File: src/rtl/ccfr_pkg.sv
// ----------------------------------------------------------------------------
// ccfr_pkg
// Shared types, codes and the crc-16 byte update for the command frame
// receiver.
// ----------------------------------------------------------------------------
package ccfr_pkg;

    localparam int QUEUE_DEPTH_DEFAULT = 2;

    localparam logic [7:0]  SYNC_BYTE_RESET = 8'd47;
    localparam logic [15:0] CRC_POLY        = 16'h1021;
    localparam logic [15:0] CRC_INIT        = 16'h0000;

    localparam int OUT_TDATA_W = 56;

    // result kind carried on tuser
    localparam logic KIND_PAYLOAD = 1'b0;
    localparam logic KIND_DONE    = 1'b1;

    // receive phase; also tags each queued item with its role in the frame
    typedef enum logic [2:0] {
        PH_HUNT    = 3'd0,
        PH_CMD     = 3'd1,
        PH_ADDR_HI = 3'd2,
        PH_ADDR_LO = 3'd3,
        PH_LEN     = 3'd4,
        PH_PAYLOAD = 3'd5,
        PH_CRC_HI  = 3'd6,
        PH_CRC_LO  = 3'd7
    } ccfr_phase_t;

    typedef struct packed {
        ccfr_phase_t cls;
        logic [7:0]  data;
        logic [7:0]  index;
    } ccfr_item_t;

    // msb-first crc-16 with polynomial 0x1021, one byte
    function automatic logic [15:0] crc_fold(input logic [15:0] crc,
                                             input logic [7:0]  b);
        logic [15:0] c;
        c = crc ^ {b, 8'h00};
        for (int k = 0; k < 8; k++) begin
            if (c[15]) begin
                c = {c[14:0], 1'b0} ^ CRC_POLY;
            end else begin
                c = {c[14:0], 1'b0};
            end
        end
        return c;
    endfunction

endpackage

File: src/rtl/ccfr_front.sv
// ----------------------------------------------------------------------------
// ccfr_front
// Byte parser: hunts for the sync byte, tracks the frame layout and tags
// each accepted byte with its role before it enters the queue.
// ----------------------------------------------------------------------------
module ccfr_front (
    input  logic                aclk,
    input  logic                aresetn,
    input  logic                cfg_wr_en,
    input  logic [7:0]          cfg_wr_data,
    input  logic                s_tvalid,
    output logic                s_tready,
    input  logic [7:0]          s_tdata,
    output logic                q_valid,
    input  logic                q_ready,
    output ccfr_pkg::ccfr_item_t q_item
);

    ccfr_pkg::ccfr_phase_t phase_reg, phase_next;
    logic [7:0] sync_reg;
    logic [8:0] len_reg;
    logic [8:0] count_reg, count_next;
    logic [8:0] count_inc;
    logic       accept;

    assign accept    = s_tvalid && q_ready;
    assign count_inc = count_reg + 9'd1;

    always_ff @(posedge aclk) begin
        if (!aresetn) begin
            sync_reg <= ccfr_pkg::SYNC_BYTE_RESET;
        end else if (cfg_wr_en) begin
            sync_reg <= cfg_wr_data;
        end
    end

    always_ff @(posedge aclk) begin
        if (!aresetn) begin
            phase_reg <= ccfr_pkg::PH_HUNT;
        end else if (accept) begin
            phase_reg <= phase_next;
        end
    end

    always_ff @(posedge aclk) begin
        if (accept) begin
            count_reg <= count_next;
            if (phase_reg == ccfr_pkg::PH_LEN) begin
                len_reg <= (s_tdata == 8'd0) ? 9'd256 : {1'b0, s_tdata};
            end
        end
    end

    // next state
    always_comb begin
        phase_next = phase_reg;
        count_next = count_reg;
        case (phase_reg)
            ccfr_pkg::PH_HUNT: begin
                if (s_tdata == sync_reg) begin
                    phase_next = ccfr_pkg::PH_CMD;
                end
            end
            ccfr_pkg::PH_CMD:     phase_next = ccfr_pkg::PH_ADDR_HI;
            ccfr_pkg::PH_ADDR_HI: phase_next = ccfr_pkg::PH_ADDR_LO;
            ccfr_pkg::PH_ADDR_LO: phase_next = ccfr_pkg::PH_LEN;
            ccfr_pkg::PH_LEN: begin
                phase_next = ccfr_pkg::PH_PAYLOAD;
                count_next = 9'd0;
            end
            ccfr_pkg::PH_PAYLOAD: begin
                count_next = count_inc;
                if (count_inc >= len_reg) begin
                    phase_next = ccfr_pkg::PH_CRC_HI;
                end
            end
            ccfr_pkg::PH_CRC_HI:  phase_next = ccfr_pkg::PH_CRC_LO;
            ccfr_pkg::PH_CRC_LO:  phase_next = ccfr_pkg::PH_HUNT;
            default:              phase_next = ccfr_pkg::PH_HUNT;
        endcase
    end

    // outputs
    always_comb begin
        s_tready     = q_ready;
        q_valid      = s_tvalid;
        q_item.cls   = phase_reg;
        q_item.data  = s_tdata;
        q_item.index = count_reg[7:0];
    end

    payload_count_in_range: assert property (@(posedge aclk) disable iff (!aresetn)
        (phase_reg == ccfr_pkg::PH_PAYLOAD) |-> (count_reg < len_reg))
        else $error("payload count reached length inside payload phase");

    sync_starts_frame: assert property (@(posedge aclk) disable iff (!aresetn)
        (accept && phase_reg == ccfr_pkg::PH_HUNT && s_tdata == sync_reg)
        |=> (phase_reg == ccfr_pkg::PH_CMD))
        else $error("sync byte did not start a frame");

endmodule

File: src/rtl/ccfr_fifo.sv
// ----------------------------------------------------------------------------
// ccfr_fifo
// Small queue of tagged bytes between the parser and the frame back end.
// ----------------------------------------------------------------------------
module ccfr_fifo #(
    parameter int DEPTH = ccfr_pkg::QUEUE_DEPTH_DEFAULT  // power of two, >= 2
) (
    input  logic                 aclk,
    input  logic                 aresetn,
    input  logic                 wr_valid,
    output logic                 wr_ready,
    input  ccfr_pkg::ccfr_item_t wr_item,
    output logic                 rd_valid,
    input  logic                 rd_ready,
    output ccfr_pkg::ccfr_item_t rd_item
);

    localparam int PTR_W = $clog2(DEPTH);
    localparam int CNT_W = $clog2(DEPTH + 1);

    ccfr_pkg::ccfr_item_t entry_reg [DEPTH];
    logic [PTR_W-1:0] wr_ptr_reg, rd_ptr_reg;
    logic [CNT_W-1:0] count_reg;
    logic push, pop;

    assign wr_ready = (count_reg != CNT_W'(DEPTH));
    assign rd_valid = (count_reg != '0);
    assign push     = wr_valid && wr_ready;
    assign pop      = rd_valid && rd_ready;
    assign rd_item  = entry_reg[rd_ptr_reg];

    always_ff @(posedge aclk) begin
        if (push) begin
            entry_reg[wr_ptr_reg] <= wr_item;
        end
    end

    always_ff @(posedge aclk) begin
        if (!aresetn) begin
            wr_ptr_reg <= '0;
            rd_ptr_reg <= '0;
            count_reg  <= '0;
        end else begin
            if (push) begin
                wr_ptr_reg <= wr_ptr_reg + PTR_W'(1);
            end
            if (pop) begin
                rd_ptr_reg <= rd_ptr_reg + PTR_W'(1);
            end
            if (push && !pop) begin
                count_reg <= count_reg + CNT_W'(1);
            end else if (pop && !push) begin
                count_reg <= count_reg - CNT_W'(1);
            end
        end
    end

    count_tracks_pointers: assert property (@(posedge aclk) disable iff (!aresetn)
        (count_reg != CNT_W'(DEPTH))
        |-> (PTR_W'(wr_ptr_reg - rd_ptr_reg) == count_reg[PTR_W-1:0]))
        else $error("queue count disagrees with pointers");

endmodule

File: src/rtl/ccfr_back.sv
// ----------------------------------------------------------------------------
// ccfr_back
// Frame back end: runs the crc, holds the header fields and builds the
// payload and frame-complete results in the output register.
// ----------------------------------------------------------------------------
module ccfr_back (
    input  logic                 aclk,
    input  logic                 aresetn,
    input  logic                 q_valid,
    output logic                 q_ready,
    input  ccfr_pkg::ccfr_item_t q_item,
    output logic                 m_tvalid,
    input  logic                 m_tready,
    output logic [ccfr_pkg::OUT_TDATA_W-1:0] m_tdata,
    output logic                 m_tuser,
    output logic                 m_tlast
);

    logic [15:0] crc_reg, crc_next;
    logic [7:0]  cmd_reg;
    logic [15:0] addr_reg;
    logic [8:0]  len_reg;
    logic [7:0]  crc_hi_reg;

    logic        valid_reg;
    logic        kind_reg;
    logic [7:0]  data_reg;
    logic [7:0]  index_reg;
    logic        ok_reg;

    logic        take;
    logic        emit;

    assign q_ready = !valid_reg || m_tready;
    assign take    = q_valid && q_ready;
    assign emit    = (q_item.cls == ccfr_pkg::PH_PAYLOAD)
                  || (q_item.cls == ccfr_pkg::PH_CRC_LO);

    // hunted bytes restart the crc from zero
    assign crc_next = ccfr_pkg::crc_fold(
        (q_item.cls == ccfr_pkg::PH_HUNT) ? ccfr_pkg::CRC_INIT : crc_reg, q_item.data);

    always_ff @(posedge aclk) begin
        if (take) begin
            case (q_item.cls)
                ccfr_pkg::PH_HUNT:    crc_reg <= crc_next;
                ccfr_pkg::PH_CMD: begin
                    crc_reg <= crc_next;
                    cmd_reg <= q_item.data;
                end
                ccfr_pkg::PH_ADDR_HI: begin
                    crc_reg        <= crc_next;
                    addr_reg[15:8] <= q_item.data;
                end
                ccfr_pkg::PH_ADDR_LO: begin
                    crc_reg       <= crc_next;
                    addr_reg[7:0] <= q_item.data;
                end
                ccfr_pkg::PH_LEN: begin
                    crc_reg <= crc_next;
                    len_reg <= (q_item.data == 8'd0) ? 9'd256 : {1'b0, q_item.data};
                end
                ccfr_pkg::PH_PAYLOAD: begin
                    crc_reg   <= crc_next;
                    kind_reg  <= ccfr_pkg::KIND_PAYLOAD;
                    data_reg  <= q_item.data;
                    index_reg <= q_item.index;
                    ok_reg    <= 1'b0;
                end
                ccfr_pkg::PH_CRC_HI:  crc_hi_reg <= q_item.data;
                ccfr_pkg::PH_CRC_LO: begin
                    kind_reg  <= ccfr_pkg::KIND_DONE;
                    data_reg  <= 8'd0;
                    index_reg <= 8'd0;
                    ok_reg    <= ({crc_hi_reg, q_item.data} == crc_reg);
                end
                default: ;
            endcase
        end
    end

    always_ff @(posedge aclk) begin
        if (!aresetn) begin
            valid_reg <= 1'b0;
        end else if (q_ready) begin
            valid_reg <= q_valid && emit;
        end
    end

    assign m_tvalid = valid_reg;
    assign m_tuser  = kind_reg;
    assign m_tlast  = kind_reg;
    assign m_tdata  = {6'd0, ok_reg, index_reg, data_reg, len_reg, addr_reg, cmd_reg};

    payload_length_set: assert property (@(posedge aclk) disable iff (!aresetn)
        valid_reg |-> (len_reg != 9'd0))
        else $error("result shown without a frame length");

    done_result_clean: assert property (@(posedge aclk) disable iff (!aresetn)
        (take && q_item.cls == ccfr_pkg::PH_CRC_LO)
        |=> (valid_reg && kind_reg == ccfr_pkg::KIND_DONE && data_reg == 8'd0))
        else $error("crc low byte did not produce a frame-complete result");

endmodule

File: src/rtl/crc_checked_command_frame_receiver.sv
// ----------------------------------------------------------------------------
// crc_checked_command_frame_receiver
// Command frame receiver with crc-16 check, one byte per clock when not stalled.
// ----------------------------------------------------------------------------
// Takes one received byte per cycle at full rate while the queue has room.
// A frame is sync byte, command, address high, address low, length (0
// means 256), payload, crc high, crc low; every payload byte gives one
// result (tuser 0) and the second crc byte gives one frame-complete result
// (tuser 1, tlast 1) with the crc match flag. Bytes pass the parser, a
// QUEUE_DEPTH-entry queue and the output register; s_tready drops only
// when the queue is full because the output side is stalled. The crc byte
// update is done combinationally in the back end. Write sync_byte only
// while the block is idle.
// ----------------------------------------------------------------------------
module crc_checked_command_frame_receiver #(
    parameter int QUEUE_DEPTH = ccfr_pkg::QUEUE_DEPTH_DEFAULT  // power of two, >= 2
) (
    input  logic        aclk,
    input  logic        aresetn,
    input  logic        cfg_wr_en,
    input  logic [7:0]  cfg_wr_data,   // sync_byte
    input  logic        s_tvalid,
    output logic        s_tready,
    input  logic [7:0]  s_tdata,       // [7:0] rx_byte
    output logic        m_tvalid,
    input  logic        m_tready,
    // [7:0] command, [23:8] address, [32:24] payload_length,
    // [40:33] data_byte, [48:41] byte_index, [49] crc_ok, [55:50] zero
    output logic [ccfr_pkg::OUT_TDATA_W-1:0] m_tdata,
    output logic        m_tuser,       // kind
    output logic        m_tlast        // last
);

    logic                 fq_valid, fq_ready;
    ccfr_pkg::ccfr_item_t fq_item;
    logic                 qb_valid, qb_ready;
    ccfr_pkg::ccfr_item_t qb_item;

    ccfr_front u_front (
        .aclk        (aclk),
        .aresetn     (aresetn),
        .cfg_wr_en   (cfg_wr_en),
        .cfg_wr_data (cfg_wr_data),
        .s_tvalid    (s_tvalid),
        .s_tready    (s_tready),
        .s_tdata     (s_tdata),
        .q_valid     (fq_valid),
        .q_ready     (fq_ready),
        .q_item      (fq_item)
    );

    ccfr_fifo #(
        .DEPTH (QUEUE_DEPTH)
    ) u_fifo (
        .aclk     (aclk),
        .aresetn  (aresetn),
        .wr_valid (fq_valid),
        .wr_ready (fq_ready),
        .wr_item  (fq_item),
        .rd_valid (qb_valid),
        .rd_ready (qb_ready),
        .rd_item  (qb_item)
    );

    ccfr_back u_back (
        .aclk     (aclk),
        .aresetn  (aresetn),
        .q_valid  (qb_valid),
        .q_ready  (qb_ready),
        .q_item   (qb_item),
        .m_tvalid (m_tvalid),
        .m_tready (m_tready),
        .m_tdata  (m_tdata),
        .m_tuser  (m_tuser),
        .m_tlast  (m_tlast)
    );

endmodule

File: config.mk
export PLATFORM = sky130hd
export DESIGN_NAME = crc_checked_command_frame_receiver
export DESIGN_NICKNAME = d
export VERILOG_FILES = /design/src/rtl/ccfr_pkg.sv /design/src/rtl/ccfr_front.sv /design/src/rtl/ccfr_fifo.sv /design/src/rtl/ccfr_back.sv /design/src/rtl/crc_checked_command_frame_receiver.sv
export SDC_FILE = /design/constraint.sdc
export NUM_CORES = 1
export LEC_CHECK = 0
export BUFFER_PORTS_ARGS = -buffer_cell sky130_fd_sc_hd__buf_2
export CAP_MARGIN = 20
export CORE_MARGIN = 2
export CORE_UTILIZATION = 45
export CTS_BUF_LIST = sky130_fd_sc_hd__clkbuf_4
export DETAILED_ROUTE_END_ITERATION = 7
export GPL_ROUTABILITY_DRIVEN = 0
export MAX_ROUTING_LAYER = met4
export PLACE_DENSITY_LB_ADDON = 0.08
export REMOVE_ABC_BUFFERS = 1
export SLEW_MARGIN = 5
export SYNTH_ARGS = -nofsm -noshare
export SYNTH_HDL_FRONTEND = slang
export SYNTH_SLANG_ARGS = --single-unit
File: constraint.sdc
create_clock -name aclk -period 2.3 [get_ports aclk]
set_input_delay 0.23 -clock aclk [delete_from_list [all_inputs] [get_ports aclk]]
set_output_delay 0.23 -clock aclk [all_outputs]
set_load 0.02 [all_outputs]
# After elaboration in Yosys (flattened, before gate mapping)
# Memory sizes are Yosys's and may differ from the RTL's. A register that Yosys moved wholly into a read port is not among the register bits.
# Index checks and enable logic that the tools add are counted.
dict set report classes {
  muxes 25
  n_addsub 5
  magnitude_cmp 1
  bitwise 9
  n_reduce_logical 29
  n_eq_ne 19
}
# cell count
set op_table {}
lappend op_table {{$mux 13} 8}
lappend op_table {{$pmux 8 s2} 2}
lappend op_table {{$eq 3x3->1 const B} 8}
lappend op_table {{$not 3->3} 8}
lappend op_table {{$pmux 3 s8} 1}
lappend op_table {{$mux 9} 2}
lappend op_table {{$pmux 9 s2} 1}
lappend op_table {{$reduce_and 2->1} 9}
lappend op_table {{$eq 16x16->1} 1}
lappend op_table {{$logic_not 8->1} 2}
lappend op_table {{$mux 16} 1}
lappend op_table {{$xor 16x16->16} 1}
lappend op_table {{$eq 3x2->1 const B} 4}
lappend op_table {{$add 9x1->9 const B} 1}
lappend op_table {{$ge 9x9->1} 1}
lappend op_table {{$eq 8x8->1} 1}
lappend op_table {{$reduce_bool 2->1} 4}
lappend op_table {{$eq 3x1->1 const B} 2}
lappend op_table {{$logic_not 3->1} 2}
lappend op_table {{$mux 3} 2}
lappend op_table {{$reduce_or 6->1} 1}
lappend op_table {{$logic_and 1x1->1} 5}
lappend op_table {{$mux 1} 4}
lappend op_table {{$mux 2} 2}
lappend op_table {{9 further kinds} 15}
dict set report totals {
  output_inout_bits 60
  reg_bits 109
  mem_bits_rw 38
  wordCells 110
  in_bits 21
  n_memories 1
}
# memory words width read_ports rd_clocked_by_memory_dff wr line_no
set memory_table {}
lappend memory_table {u_fifo.entry_reg 2 19 1 1 1 ccfr_fifo.sv:21} ;# ccfr_pkg::ccfr_item_t entry_reg [DEPTH];

# Logic depth before layout (Yosys ltp)
dict set report depth {
  ltp_word 19
  depth_mapped 11
}

# By module
# A second synthesis with hierarchy kept.
dict set report hier_totals {
  cells_unflattened 451
  area_unflattened_um2 6503.7
}
# module seq_area_each_um2 n_inst cells_per_inst area_per_inst_um2
set modules_own_cells {}
lappend modules_own_cells {ccfr_back 2272.2 1 203 3199.3}
lappend modules_own_cells {ccfr_front 760.7 1 165 1694.1}
lappend modules_own_cells {ccfr_fifo 1241.2 1 83 1610.3}

# Worst setup path after synthesis
# OpenSTA, ideal clock, no wires.
dict set report synth_timing {
  path_kind {reg-to-reg}
  start {register u_front.count_reg[0]}
  end {register u_front.phase_reg[0]}
  setup_slack_ns -0.129
  synth_period_minus_slack_ns 2.429
  arrival_ns 2.358
  path_stages_with_launch 11
  required_time_ns 2.228
  setup_ns 0.072
  path_cell_list {edfxtp_1 -> ha_1 -> nand3_1 -> nor2_1 -> nand3_1 -> xnor2_1 -> ha_1 -> nand4_1 -> o211a_1 -> a311oi_1 -> mux2i_1}
}
dict set report synth_via {
  elab_chain_cells 4
}
# item line_no
set synth_rtl {}
lappend synth_rtl {{start, declared} ccfr_front.sv:22} ;# logic [8:0] count_reg, count_next;
lappend synth_rtl {{start signal, assigned} ccfr_front.sv:47} ;# count_reg <= count_next;
lappend synth_rtl {{$add 9x1->9} ccfr_front.sv:27} ;# assign count_inc = count_reg + 9'd1;
lappend synth_rtl {{net u_front.count_inc[8]} ccfr_front.sv:23} ;# logic [8:0] count_inc;
lappend synth_rtl {{$ge 9x9->1} ccfr_front.sv:73} ;# if (count_inc >= len_reg) begin
lappend synth_rtl {{$ne 2x1->1 (no source line)} -}
lappend synth_rtl {{$reduce_and 3->1 (no source line)} -}
lappend synth_rtl {{end signal, assigned} ccfr_front.sv:39} ;# phase_reg <= ccfr_pkg::PH_HUNT;
lappend synth_rtl {{end signal, assigned} ccfr_front.sv:41} ;# phase_reg <= phase_next;
lappend synth_rtl {{end, declared} ccfr_front.sv:19} ;# ccfr_pkg::ccfr_phase_t phase_reg, phase_next;
# The timed path passes the listed nets, and every way through them passes these cells.
# A chain may end at the register's enable or synchronous reset.

# Worst setup path in the final report
dict set report layout_timing {
  start {register u_front.count_reg[1]}
  end {register u_front.phase_reg[0]}
}
# The elaborated chain is that of the path after synthesis.

==> flow_metrics.py <==
metrics = {
    "clock_network": {
        "clkSinkCount": 148,
        "ctsHtreeMaxLevel": 4,
        "tritoncts": "yes",
        "clkSlewWorstSetupHoldPaths_ns": 0.14,
        "cts.root.buffer_cell": "sky130_fd_sc_hd__clkbuf_4",
        "clock_path_buffers": 2,
        "clock_latency_ns": 0.55,
        "numCtsBuffers": 17,
    },
    "global_route": {
        "grt_pass1_wl_mm": 19.3,
        "first_global_vias": 3646,
        "global_route.overflow_total": 0,
        "globalRouteTotalUtil_pct": 17.9,
        "grt_antenna_before_repair": 0,
        "maximum_number_of_pins_on_one_net_before_global_route_repair": 23,
    },
    "power": {
        "power.static_leakage_nw": 2.92,
        "power_density_nw_per_um2": 1040,
        "power.ir.vdd_worst_uv": 503,
        "power_frac_clock_pct": 17.9,
        "p_comb_share_pct": 33.1,
        "sw_frac_of_total_pct": 34.0,
        "power.net_switching_mw": 2.74,
        "intPower_mw": 5.31,
        "seq_power_share_pct": 49.0,
    },
    "run_status": {
        "failing_checks": "negative setup slack",
        "run_status": "complete, but fails checks",
    },
    "synth": {
        "synth_xor_xnor_area_share_pct": 10.1,
        "synth_seq_cells": 148,
        "total_standard_cell_area_after_synthesis_um2": 6450,
        "synthCells": 449,
        "synth-edff-count": 131,
        "synth_top_family_by_area": "XOR/XNOR gates",
        "synth-simple-area-share_pct": 8.50,
        "synth_fa_ha_area_share_pct": 2.91,
        "syn_avg_cell_area_um2": 14.4,
        "synth_async_sr_flop_share_pct": 0,
        "yosys_most_used_dff": "sky130_fd_sc_hd__edfxtp_1",
        "ys_seq_area_share_pct": 66.3,
        "count_of_warnings_emitted_by_yosys": 0,
        "synth_compound_area_share_pct": 2.39,
        "synth.lib_cells_used.distinct": 46,
        "synth_mux_area_share_pct": 5.68,
    },
    "floorplanning": {
        "io_pins": 81,
        "die_area_um2": 15300,
        "initial_core_utilization_pct": 46.3,
        "core.rowCount": 43,
        "die_h_um": 124,
        "design.core.area_um2": 13900,
        "die_x_um": 124,
    },
    "worst_setup_path": {
        "critical_path_buf_inv_count": 0,
        "worst_path_cell_with_the_longest_stage_delay": "sky130_fd_sc_hd__edfxtp_1",
        "worst_endpoint_required_time_ns": 2.79,
        "crit_type": "register to register",
        "cp_cell_instances": "ha_4, nand3_4, nor2_4, nand3_2, xnor2_2, ha_1, nand4_1, o211a_1, a311oi_4, mux2i_1",
        "timing.critical_path.fanout_max": 3,
        "timing.critical_path.from_type": "register",
        "timing.critical_path.arrival_ns": 2.82,
        "cp_top_family": "compound AO/OA/AOI/OAI gates",
        "end_kind": "register",
        "worst_path_largest_cell_delay_ns": 0.44,
    },
    "timing": {
        "highest_attainable_clock_frequency_mhz": 429,
        "final-max-slew-violation-count": 0,
        "fin_worst_hold_slack_ns": 0.0598,
        "final_critical_path_time_including_i_o_delays_and_setup_ns": 2.33,
        "setup_viol": 2,
        "setup-tns-final_ns": -0.0340,
        "grt_setup_unrepaired": "yes",
        "skew_ns": 0.0181,
        "final_critical_path_setup_slack_ns": -0.0335,
        "report.final.hold_viol_count": 0,
        "post-route-period-util_pct": 101,
    },
    "finish": {
        "layout.cells.most_common": "sky130_fd_sc_hd__edfxtp_1",
        "finish.cell_count_without_fillers": 767,
        "finish.net_count": 610,
        "max_reg_flops": 38,
        "post-route-util_pct": 55.3,
        "fill_cell_instance_count_of_the_final_layout": 1191,
        "areaGrowthSynthToFinish_pct": 19.6,
        "post_route_cells_drive_above_1_share_pct": 29.0,
        "layout_common_cells": "sky130_fd_sc_hd__edfxtp_1, sky130_fd_sc_hd__buf_2, sky130_fd_sc_hd__nand2_1",
        "n_antenna_cell": 0,
    },
    "drt": {
        "via_per_inst": 4.81,
        "drt-pass1-iter-count": 4,
        "dr.first_iter.drc_count": 153,
        "final_antenna_net_count": 0,
        "wirelength_mm": 12.2,
        "detailroute.via_count": 3691,
        "detail_route.wl_per_cell_um": 16.0,
        "drt_drc_violations_left": 0,
    },
    "placed_design": {
        "placement.io_buffers": 74,
        "dp_hpwl_mm": 8.57,
        "preCtsSetupSlack_ns": -0.175,
        "dpl.cell_count": 709,
    },
    "worst_hold_path": {
        "timing.hold.worst.class": "primary input to register",
    },
    "run": {
        "max_cap_violations": 0,
    },
}
[per-stage QoR]
stage / cell area, um2 / power [mW]
floorplan: 6320 / 5.95
global placement: 7120 / 6.63
detailed placement: 7120 / 6.67
CTS: 7660 / 8.15
global route: 7710 / 8.55
finish: 7710 / 8.05
[metal layers]
metal / wire [um] / GRT usage [%]
met5: 0 / -
met4: 174 / 6.75
met3: 556 / 3.98
met2: 5900 / 27.5
met1: 5610 / 23.5
[cells by family (layout without fill, tap and decap cells)]
family	after synthesis	after routing
AOI/OAI and AO/OA	22	22
muxes	28	28
adders and majority gates	15	15
other	1	6
buffers and inverters	54	187
and+or+nand+nor	113	113
DFF	148	148
xor gates and xnor gates	68	68
[cell usage after synthesis (3+ instances only)]
cell type,count,area [um2]
sky130_fd_sc_hd__and3_1,3,18.8
sky130_fd_sc_hd__mux2i_1,19,190
sky130_fd_sc_hd__edfxtp_1,131,3930
sky130_fd_sc_hd__nand2b_1,3,18.8
sky130_fd_sc_hd__nor4_1,3,18.8
sky130_fd_sc_hd__mux2i_2,3,41.3
sky130_fd_sc_hd__xnor2_2,7,114
sky130_fd_sc_hd__buf_4,10,75.1
sky130_fd_sc_hd__nand3_1,5,25.0
sky130_fd_sc_hd__dfxtp_1,17,340
sky130_fd_sc_hd__and2_1,4,25.0
sky130_fd_sc_hd__inv_1,28,105
sky130_fd_sc_hd__a21oi_1,4,20.0
sky130_fd_sc_hd__nor2_1,33,124
sky130_fd_sc_hd__mux2i_4,6,135
sky130_fd_sc_hd__nand2_1,34,128
sky130_fd_sc_hd__nor2b_1,14,87.6
sky130_fd_sc_hd__ha_1,15,188
sky130_fd_sc_hd__xnor2_1,31,272
sky130_fd_sc_hd__clkbuf_1,11,41.3
sky130_fd_sc_hd__nand4_1,6,37.5
sky130_fd_sc_hd__o21ai_0,5,25.0
sky130_fd_sc_hd__xor2_1,30,263
[worst register-to-register path, delay by kind of cell, from the launching register on]
family / cells / cell delay (ns)
AOI/OAI and AO/OA: 2 / 0.54
adders and majority gates: 2 / 0.48
DFF: 1 / 0.44
and+or+nand+nor: 4 / 0.42
muxes: 1 / 0.24
xor gates and xnor gates: 1 / 0.17
[path summary, 6_finish.rpt]
| kind | startpoint | end | slack, ns | cells after the start |
|---|---|---|---|---|
| min | aresetn | u_fifo.wr_ptr_reg | 0.06 | 2 |
| max reg2reg | u_front.count_reg[1] | u_front.phase_reg[0] | -0.03 | 10 |
| min reg2reg | u_fifo.count_reg[1] | u_fifo.count_reg[1] | 0.52 | 2 |
| max | u_front.count_reg[1] | u_front.phase_reg[0] | -0.03 | 10 |
[repair_timing]
| action | CTS | global route |
|---|---|---|
| hold buffers | 22 | 0 |
| gates resized for setup | 13 | 6 |
| buffers inserted | 3 | 2 |
| gates cloned | 0 | 0 |
| endpoints found under the hold margin | 33 | 0 |
| setup endpoints to repair | 3 | 3 |
| pin swaps | 10 | 1 |
[cell type report]
cell class,instances,area [um2],share of cell area (%)
timing repair buffer,124,833,10.8
inverter,31,119,1.54
tap,180,225,2.92
clock buffer,17,128,1.66
multi-input combinational,252,2010,26.1
sequential,148,4270,55.4
clock inverter,15,119,1.54
[power by group through the flow]
stage	sequential [mW]	combinational, mW	clock (mW)
final	3.94	2.66	1.44
after global routing	4.00	2.94	1.61
after CTS	3.95	2.71	1.49
after detailed placement	4.01	2.67	0
after global placement	4.00	2.63	0
after floorplan	4.16	1.79	0
(Power assumes the default switching activity.)
